<file path="src/rtl/core/kcc_pkg.sv">
// ----------------------------------------------------------------------------
// kcc_pkg: shared definitions for the key click classifier
// Action codes, register indexes, reset values and the configuration struct.
// ----------------------------------------------------------------------------
package kcc_pkg;

    // Result codes.
    typedef enum logic [1:0] {
        ACT_NONE   = 2'd0,
        ACT_SHORT  = 2'd1,
        ACT_LONG   = 2'd2,
        ACT_DOUBLE = 2'd3
    } action_t;

    // Register indexes (byte address divided by four).
    typedef enum logic [1:0] {
        REG_DEBOUNCE = 2'd0,
        REG_LONG     = 2'd1,
        REG_WINDOW   = 2'd2,
        REG_UNUSED   = 2'd3
    } reg_index_t;

    localparam int ADDR_W = 4;
    localparam int DATA_W = 32;

    localparam logic [15:0] HELD_LIMIT       = 16'd60000;
    localparam logic [7:0]  DEBOUNCE_RESET   = 8'd3;
    localparam logic [15:0] LONG_RESET       = 16'd100;
    localparam logic [7:0]  WINDOW_RESET     = 8'd30;

    typedef struct packed {
        logic [7:0]  debounce_threshold;
        logic [15:0] long_press_threshold;
        logic [7:0]  double_window;
    } kcc_cfg_t;

endpackage

</file>
<file path="src/rtl/core/kcc_cfg_regs.sv">
// ----------------------------------------------------------------------------
// kcc_cfg_regs: configuration register bank
// Holds the three thresholds behind an APB-style write and read port.
// ----------------------------------------------------------------------------
module kcc_cfg_regs
(
    input  logic                          clk,
    input  logic                          rst_n,
    input  logic                          psel,
    input  logic                          penable,
    input  logic                          pwrite,
    input  logic [kcc_pkg::ADDR_W-1:0]    paddr,
    input  logic [kcc_pkg::DATA_W-1:0]    pwdata,
    output logic [kcc_pkg::DATA_W-1:0]    prdata,
    output logic                          pready,
    output kcc_pkg::kcc_cfg_t             cfg
);
    import kcc_pkg::*;

    kcc_cfg_t   cfg_reg;
    reg_index_t idx;
    logic       wr_en;

    assign pready = 1'b1;
    assign idx    = reg_index_t'(paddr[3:2]);
    assign wr_en  = psel && penable && pwrite && pready;

    always_ff @(posedge clk or negedge rst_n)
    begin
        if (!rst_n)
        begin
            cfg_reg.debounce_threshold   <= DEBOUNCE_RESET;
            cfg_reg.long_press_threshold <= LONG_RESET;
            cfg_reg.double_window        <= WINDOW_RESET;
        end
        else if (wr_en)
        begin
            case (idx)
                REG_DEBOUNCE: cfg_reg.debounce_threshold   <= pwdata[7:0];
                REG_LONG:     cfg_reg.long_press_threshold <= pwdata[15:0];
                REG_WINDOW:   cfg_reg.double_window        <= pwdata[7:0];
                default:      ;
            endcase
        end
    end

    always_comb
    begin
        case (idx)
            REG_DEBOUNCE: prdata = {24'd0, cfg_reg.debounce_threshold};
            REG_LONG:     prdata = {16'd0, cfg_reg.long_press_threshold};
            REG_WINDOW:   prdata = {24'd0, cfg_reg.double_window};
            default:      prdata = '0;
        endcase
    end

    assign cfg = cfg_reg;

endmodule

</file>
<file path="src/rtl/core/kcc_core.sv">
// ----------------------------------------------------------------------------
// kcc_core: debounce and click classification state
// Advances the debouncer and classifier by one tick whenever step is high.
// ----------------------------------------------------------------------------
module kcc_core
(
    input  logic               clk,
    input  logic               rst_n,
    input  logic               step,
    input  logic               raw,
    input  kcc_pkg::kcc_cfg_t  cfg,
    output kcc_pkg::action_t   act
);
    import kcc_pkg::*;

    logic        prev_raw_reg,  prev_raw_next;
    logic        stable_reg,    stable_next;
    logic [7:0]  stab_cnt_reg,  stab_cnt_next;
    logic [15:0] held_cnt_reg,  held_cnt_next;
    logic        long_done_reg, long_done_next;
    logic        awaiting_reg,  awaiting_next;
    logic [7:0]  win_cnt_reg,   win_cnt_next;
    logic        skip_rel_reg,  skip_rel_next;

    always_comb
    begin
        prev_raw_next  = prev_raw_reg;
        stable_next    = stable_reg;
        stab_cnt_next  = stab_cnt_reg;
        held_cnt_next  = held_cnt_reg;
        long_done_next = long_done_reg;
        awaiting_next  = awaiting_reg;
        win_cnt_next   = win_cnt_reg;
        skip_rel_next  = skip_rel_reg;
        act            = ACT_NONE;

        // Debounce: count ticks of an unchanged raw level.
        if (raw == prev_raw_reg)
        begin
            if (stab_cnt_reg < cfg.debounce_threshold)
                stab_cnt_next = stab_cnt_reg + 8'd1;
        end
        else
        begin
            prev_raw_next = raw;
            stab_cnt_next = 8'd0;
        end

        // Accepted edge of the debounced level.
        if (stab_cnt_next >= cfg.debounce_threshold && stable_reg != raw)
        begin
            stable_next = raw;
            if (raw)
            begin
                if (awaiting_reg)
                begin
                    awaiting_next  = 1'b0;
                    win_cnt_next   = 8'd0;
                    skip_rel_next  = 1'b1;
                    long_done_next = 1'b1;
                    act            = ACT_DOUBLE;
                end
                else
                begin
                    long_done_next = 1'b0;
                end
            end
            else
            begin
                if (skip_rel_reg)
                    skip_rel_next = 1'b0;
                else if (!long_done_reg && held_cnt_reg != 16'd0)
                begin
                    awaiting_next = 1'b1;
                    win_cnt_next  = 8'd0;
                end
            end
            held_cnt_next = 16'd0;
        end

        // Held timing while pressed.
        if (stable_next)
        begin
            if (held_cnt_next < HELD_LIMIT)
                held_cnt_next = held_cnt_next + 16'd1;
            if (held_cnt_next >= cfg.long_press_threshold && !long_done_next)
            begin
                long_done_next = 1'b1;
                awaiting_next  = 1'b0;
                win_cnt_next   = 8'd0;
                act            = ACT_LONG;
            end
        end

        // Double-click window: a short press is only reported once it expires.
        if (act == ACT_NONE && awaiting_next)
        begin
            if (win_cnt_next < cfg.double_window)
                win_cnt_next = win_cnt_next + 8'd1;
            else
            begin
                awaiting_next = 1'b0;
                win_cnt_next  = 8'd0;
                act           = ACT_SHORT;
            end
        end
    end

    always_ff @(posedge clk or negedge rst_n)
    begin
        if (!rst_n)
        begin
            prev_raw_reg  <= 1'b0;
            stable_reg    <= 1'b0;
            stab_cnt_reg  <= 8'd0;
            held_cnt_reg  <= 16'd0;
            long_done_reg <= 1'b0;
            awaiting_reg  <= 1'b0;
            win_cnt_reg   <= 8'd0;
            skip_rel_reg  <= 1'b0;
        end
        else if (step)
        begin
            prev_raw_reg  <= prev_raw_next;
            stable_reg    <= stable_next;
            stab_cnt_reg  <= stab_cnt_next;
            held_cnt_reg  <= held_cnt_next;
            long_done_reg <= long_done_next;
            awaiting_reg  <= awaiting_next;
            win_cnt_reg   <= win_cnt_next;
            skip_rel_reg  <= skip_rel_next;
        end
    end

endmodule

</file>
<file path="src/rtl/core/key_click_classifier.sv">
// ----------------------------------------------------------------------------
// key_click_classifier: push-button debouncer and click classifier
// Turns one raw key level per tick into one action code per tick.
// ----------------------------------------------------------------------------
// Path: an accepted item is held in the input stage register, then moves to the
// result stage register when that stage is free, where its result is presented.
// Throughput: one item per cycle while the consumer does not stall the result
// stage; the limit is the debounce and classifier state update in kcc_core.
// Reset: rst_n is asynchronous and active low; it empties the pipeline, clears
// all classifier state and loads the thresholds with 3, 100 and 30.
// ----------------------------------------------------------------------------
module key_click_classifier
(
    input  logic                          clk,
    input  logic                          rst_n,
    // Input channel: one raw key sample per item.
    input  logic                          in_valid,
    output logic                          in_ready,
    input  logic                          raw_level,
    // Output channel: one action code per item.
    output logic                          out_valid,
    input  logic                          out_ready,
    output logic [1:0]                    action,
    // Configuration port.
    input  logic                          psel,
    input  logic                          penable,
    input  logic                          pwrite,
    input  logic [kcc_pkg::ADDR_W-1:0]    paddr,
    input  logic [kcc_pkg::DATA_W-1:0]    pwdata,
    output logic [kcc_pkg::DATA_W-1:0]    prdata,
    output logic                          pready
);
    import kcc_pkg::*;

    kcc_cfg_t cfg;
    action_t  core_act;

    // The input stage holds the sampled level; the result stage holds the
    // action code until the consumer takes it.
    logic     in_valid_reg;
    logic     raw_reg;
    logic     out_valid_reg;
    action_t  action_reg;

    logic     res_free;
    logic     step;

    // The result stage can load when it is empty or is being emptied now.
    assign res_free = !out_valid_reg || out_ready;
    // The classifier advances exactly when a sampled item moves to the result.
    assign step     = in_valid_reg && res_free;
    // The input stage takes a new item when it is empty or moving on.
    assign in_ready = !in_valid_reg || res_free;

    always_ff @(posedge clk or negedge rst_n)
    begin
        if (!rst_n)
        begin
            in_valid_reg  <= 1'b0;
            out_valid_reg <= 1'b0;
        end
        else
        begin
            if (in_ready)
                in_valid_reg <= in_valid;
            if (res_free)
                out_valid_reg <= in_valid_reg;
        end
    end

    // Payload registers carry no reset.
    always_ff @(posedge clk)
    begin
        if (in_valid && in_ready)
            raw_reg <= raw_level;
        if (step)
            action_reg <= core_act;
    end

    kcc_cfg_regs u_cfg
    (
        .clk     (clk),
        .rst_n   (rst_n),
        .psel    (psel),
        .penable (penable),
        .pwrite  (pwrite),
        .paddr   (paddr),
        .pwdata  (pwdata),
        .prdata  (prdata),
        .pready  (pready),
        .cfg     (cfg)
    );

    kcc_core u_core
    (
        .clk   (clk),
        .rst_n (rst_n),
        .step  (step),
        .raw   (raw_reg),
        .cfg   (cfg),
        .act   (core_act)
    );

    assign out_valid = out_valid_reg;
    assign action    = action_reg;

    // A full input stage behind a stalled result must refuse new items.
    a_no_overrun : assert property (@(posedge clk) disable iff (!rst_n)
        (in_valid_reg && out_valid_reg && !out_ready) |-> !in_ready)
        else $error("input stage overrun while the result is stalled");

    // Every classifier step produces a result on the next cycle.
    a_step_result : assert property (@(posedge clk) disable iff (!rst_n)
        step |=> out_valid)
        else $error("classifier step without a following result");

    // A double click computed by the classifier is what reaches the port.
    a_double_out : assert property (@(posedge clk) disable iff (!rst_n)
        (step && core_act == ACT_DOUBLE) |=> (action == ACT_DOUBLE))
        else $error("double click lost between classifier and result stage");

endmodule
</file>
<file path="config.mk">
export PLATFORM = sky130hd
export DESIGN_NAME = key_click_classifier
export DESIGN_NICKNAME = d
export VERILOG_FILES = /design/src/rtl/core/kcc_pkg.sv /design/src/rtl/core/kcc_cfg_regs.sv /design/src/rtl/core/kcc_core.sv /design/src/rtl/core/key_click_classifier.sv
export SDC_FILE = /design/constraint.sdc
export NUM_CORES = 1
export LEC_CHECK = 0
export BUFFER_PORTS_ARGS = -buffer_cell sky130_fd_sc_hd__buf_2
export CORE_ASPECT_RATIO = 0.5
export CORE_UTILIZATION = 25
export CTS_BUF_LIST = sky130_fd_sc_hd__clkbuf_2 sky130_fd_sc_hd__clkbuf_4 sky130_fd_sc_hd__clkbuf_8
export DETAILED_ROUTE_END_ITERATION = 10
export PLACE_DENSITY = 0.42
export SLEW_MARGIN = 30
export SYNTH_ARGS = -nofsm -noshare
export SYNTH_HDL_FRONTEND = slang
export SYNTH_HIERARCHICAL = 1
export SYNTH_SLANG_ARGS = --single-unit
export TNS_END_PERCENT = 50
</file>
<file path="constraint.sdc">
create_clock -name clk -period 9 [get_ports clk]
set_input_delay 0.9 -clock clk [delete_from_list [all_inputs] [get_ports clk]]
set_output_delay 0.9 -clock clk [all_outputs]
set_load 0.02 [all_outputs]
</file>
==> results.py <==
metrics = {
    "worst_setup_path": {
        "cp-start-kind": "flip-flop",
        "cp-end-kind": "flip-flop",
        "max_stage_delay_ps": 550,
        "crit_fanout": 14,
        "path_class": "flip-flop to flip-flop",
        "cp_slowest_cell": "dfstp_2",
        "worstPathArrival_ps": 8450,
        "required_ps": 9280,
    },
    "layout": {
        "final_nets": 715,
        "multi_input_area_mm2": 0.003319,
        "seq_area_mm2": 0.001878,
        "diodes": 0,
        "largest_register_ff_count": 32,
        "final_core_util": 0.2869,
        "drive_above_1_share": 0.2205,
        "area_delta_synth_final_pct": 12.21,
        "n_fill_cell": 2320,
    },
    "sta": {
        "tns_ps": 0,
        "rsz0062_at_grt": "false",
        "slew_headroom": 0.4198,
        "worstMarginPinSlew_ps": 867.4,
        "fmax_mhz": 122.4,
        "final-setup-viol-count": 0,
        "drv_slew": 0,
        "hold_viol_final": 0,
        "period_minus_slack_ps": 8171,
        "min_period_over_period": 0.9079,
        "finClkSkew_ps": 15.74,
    },
    "clocking": {
        "cts_setup_buffers": 0,
        "htree_levels": 3,
        "cts_buffers": 9,
        "clockBufferDepth": 2,
        "cts_root_buf": "clkbuf_8",
        "cts_hold_buf": 0,
        "clkLatencyLatePin_ps": 370,
        "clk_pin_slew_ps": 80,
        "clock_sinks": 74,
        "tritoncts": "yes",
        "cts_resized": 0,
    },
    "logic_synthesis": {
        "ys_seq_area_frac": 0.3381,
        "syn_area_per_cell_um2": 9.384,
        "synth_cells": 592,
        "yosysUniqueCellTypes": 76,
        "syn_area_mm2": 0.005555,
        "synthArstFlopShare": 0.9595,
        "yosysTopAreaCell": "dfrtp_1",
        "yosys-top-cells-area": "dfrtp_1, ha_1, mux2_2, dfstp_2, nand2_1",
        "ys_ff_latch": 74,
        "synth_flop_cell": "dfrtp_1",
        "yosys-top-cells-count": "dfrtp_1, nand2_1, inv_1",
        "yosysMostFrequentCell": "dfrtp_1",
        "synth_edf_count": 3,
        "yosysWarnings": 6,
        "yosys.area.top_type_share": 0.2793,
    },
    "route": {
        "vias": 4397,
        "drt_iter0_drc": 225,
        "wl_per_cell_um": 15.53,
        "routed_via_density": 4.703,
        "antenna_left": 0,
        "first_pass_iters": 9,
        "routed_wl_mm": 14.52,
        "remaining_drc_errors": 1,
    },
    "global_routing": {
        "grt_pass1_wl_mm": 23.66,
        "grt-ovfl-total": 0,
        "first_global_vias": 4410,
        "grt_usage": 0.1338,
        "antenna_found_initial": 0,
        "grt_max_degree": 72,
    },
    "place": {
        "portBuffers": 45,
        "place.gp.congestion": 0.7525,
        "hpwl_mm": 10.91,
    },
    "die": {
        "die_w_um": 212.8,
        "die-area_mm2": 0.02286,
        "die_h_um": 107.4,
        "coreArea_mm2": 0.02173,
        "initial_core_util": 0.2557,
        "ios": 81,
        "rows": 38,
    },
    "pwr": {
        "powerDensity_mw_per_mm2": 214.8,
        "p_leak_uw": 0.002850,
        "ir_worst_vdd_mv": 0.06683,
    },
    "min_path": {
        "hold_class": "flip-flop to flip-flop",
    },
    "status": {
        "run_status": "complete, but fails checks",
        "violations": "DRC",
    },
    "flow_run": {
        "maxCapViolations": 0,
    },
}
-- stage by stage --
stage	total power, µW	std cells	setup slack (ps)	hold WS (ps)	instance area, µm²
finish	1339	935	829.1	529.3	6233
global route	1455	935	55.54	566.3	6233
CTS	1362	934	763.5	536.4	6222
detailed placement	1049	918	790.9	515.6	6003
global placement	1041	918	823.0	512.3	6000
floorplan	891.1	607	1625	485.2	5612
-- layout make-up --
cell class,count,share of cell area
tap,300,0.06022
multi-input combinational,451,0.5325
clock inverter,5,0.01285
timing repair buffer,51,0.04496
sequential,74,0.3013
clock buffer,11,0.02228
inverter,43,0.02589
-- worst paths after layout --
path | from | endpoint | slack, ps | depth (start not counted)
setup / recovery | u_cfg/cfg[25] | u_core/win_cnt_reg[6] | 830 | 38
hold / removal | u_cfg/cfg[22] | u_cfg/cfg[22] | 530 | 1
setup reg to reg | u_cfg/cfg[25] | u_core/win_cnt_reg[6] | 830 | 38
hold reg to reg | u_cfg/cfg[22] | u_cfg/cfg[22] | 530 | 1
max in group asynchronous | rst_n | u_core/stab_cnt_reg[5] | 7960 | 1
min in group asynchronous | rst_n | u_core/held_cnt_reg[8] | 550 | 1
-- critical path: cells and delay by family, from the launching register on --
family / cells / cell delay (ps)
AND/OR/NAND/NOR: 14 / 2620
AO/OA/AOI/OAI: 16 / 3130
flip-flops: 1 / 550
buffers and inverters: 2 / 260
adder cells (fa/ha/maj): 5 / 1310
XOR/XNOR: 1 / 160
-- routing by layer --
metal / track usage / wire [µm]
met5: 0 / 0
met1: 0.1769 / 7146
met2: 0.2248 / 6798
met3: 0.02450 / 410
met4: 0.03289 / 161
-- logic make-up after synthesis --
logic type,after synthesis,share of synthesized area
compound gates,140,0.1786
flops,74,0.3381
other cells,2,0.001352
xor+xnor,21,0.03311
mux,47,0.09932
simple gates,185,0.1827
buf+inv,82,0.07455
fa+ha+maj,41,0.09234
-- layout by cell type (no fill, tap or decap), types with 4 or more instances in the layout --
master / count
mux2_2: 29
and2_1: 15
buf_2: 44
dfstp_2: 9
ha_1: 41
or3_1: 5
xor2_1: 10
a32o_1: 5
o31ai_1: 4
and3_1: 6
nor4_1: 4
nor2b_1: 5
buf_4: 5
a31oi_1: 9
nand3_1: 11
a21o_1: 12
mux2i_1: 9
dfrtp_1: 62
clkbuf_8: 9
nor2_1: 42
xnor2_1: 11
a21oi_1: 28
nand2_1: 44
a211o_1: 4
o21ai_0: 27
conb_1: 17
nand2b_1: 7
mux2_4: 9
o211ai_1: 8
nor3_1: 10
nand4_1: 14
inv_1: 43
a22o_1: 7
-- power breakdown --
group	total [µW]	switching, µW	internal (µW)
Sequential	496	84.6	411
Clock	302	140	162
Combinational	542	309	233
Total	1340	533	806
Note: power is estimated with default switching activity, not from simulation.
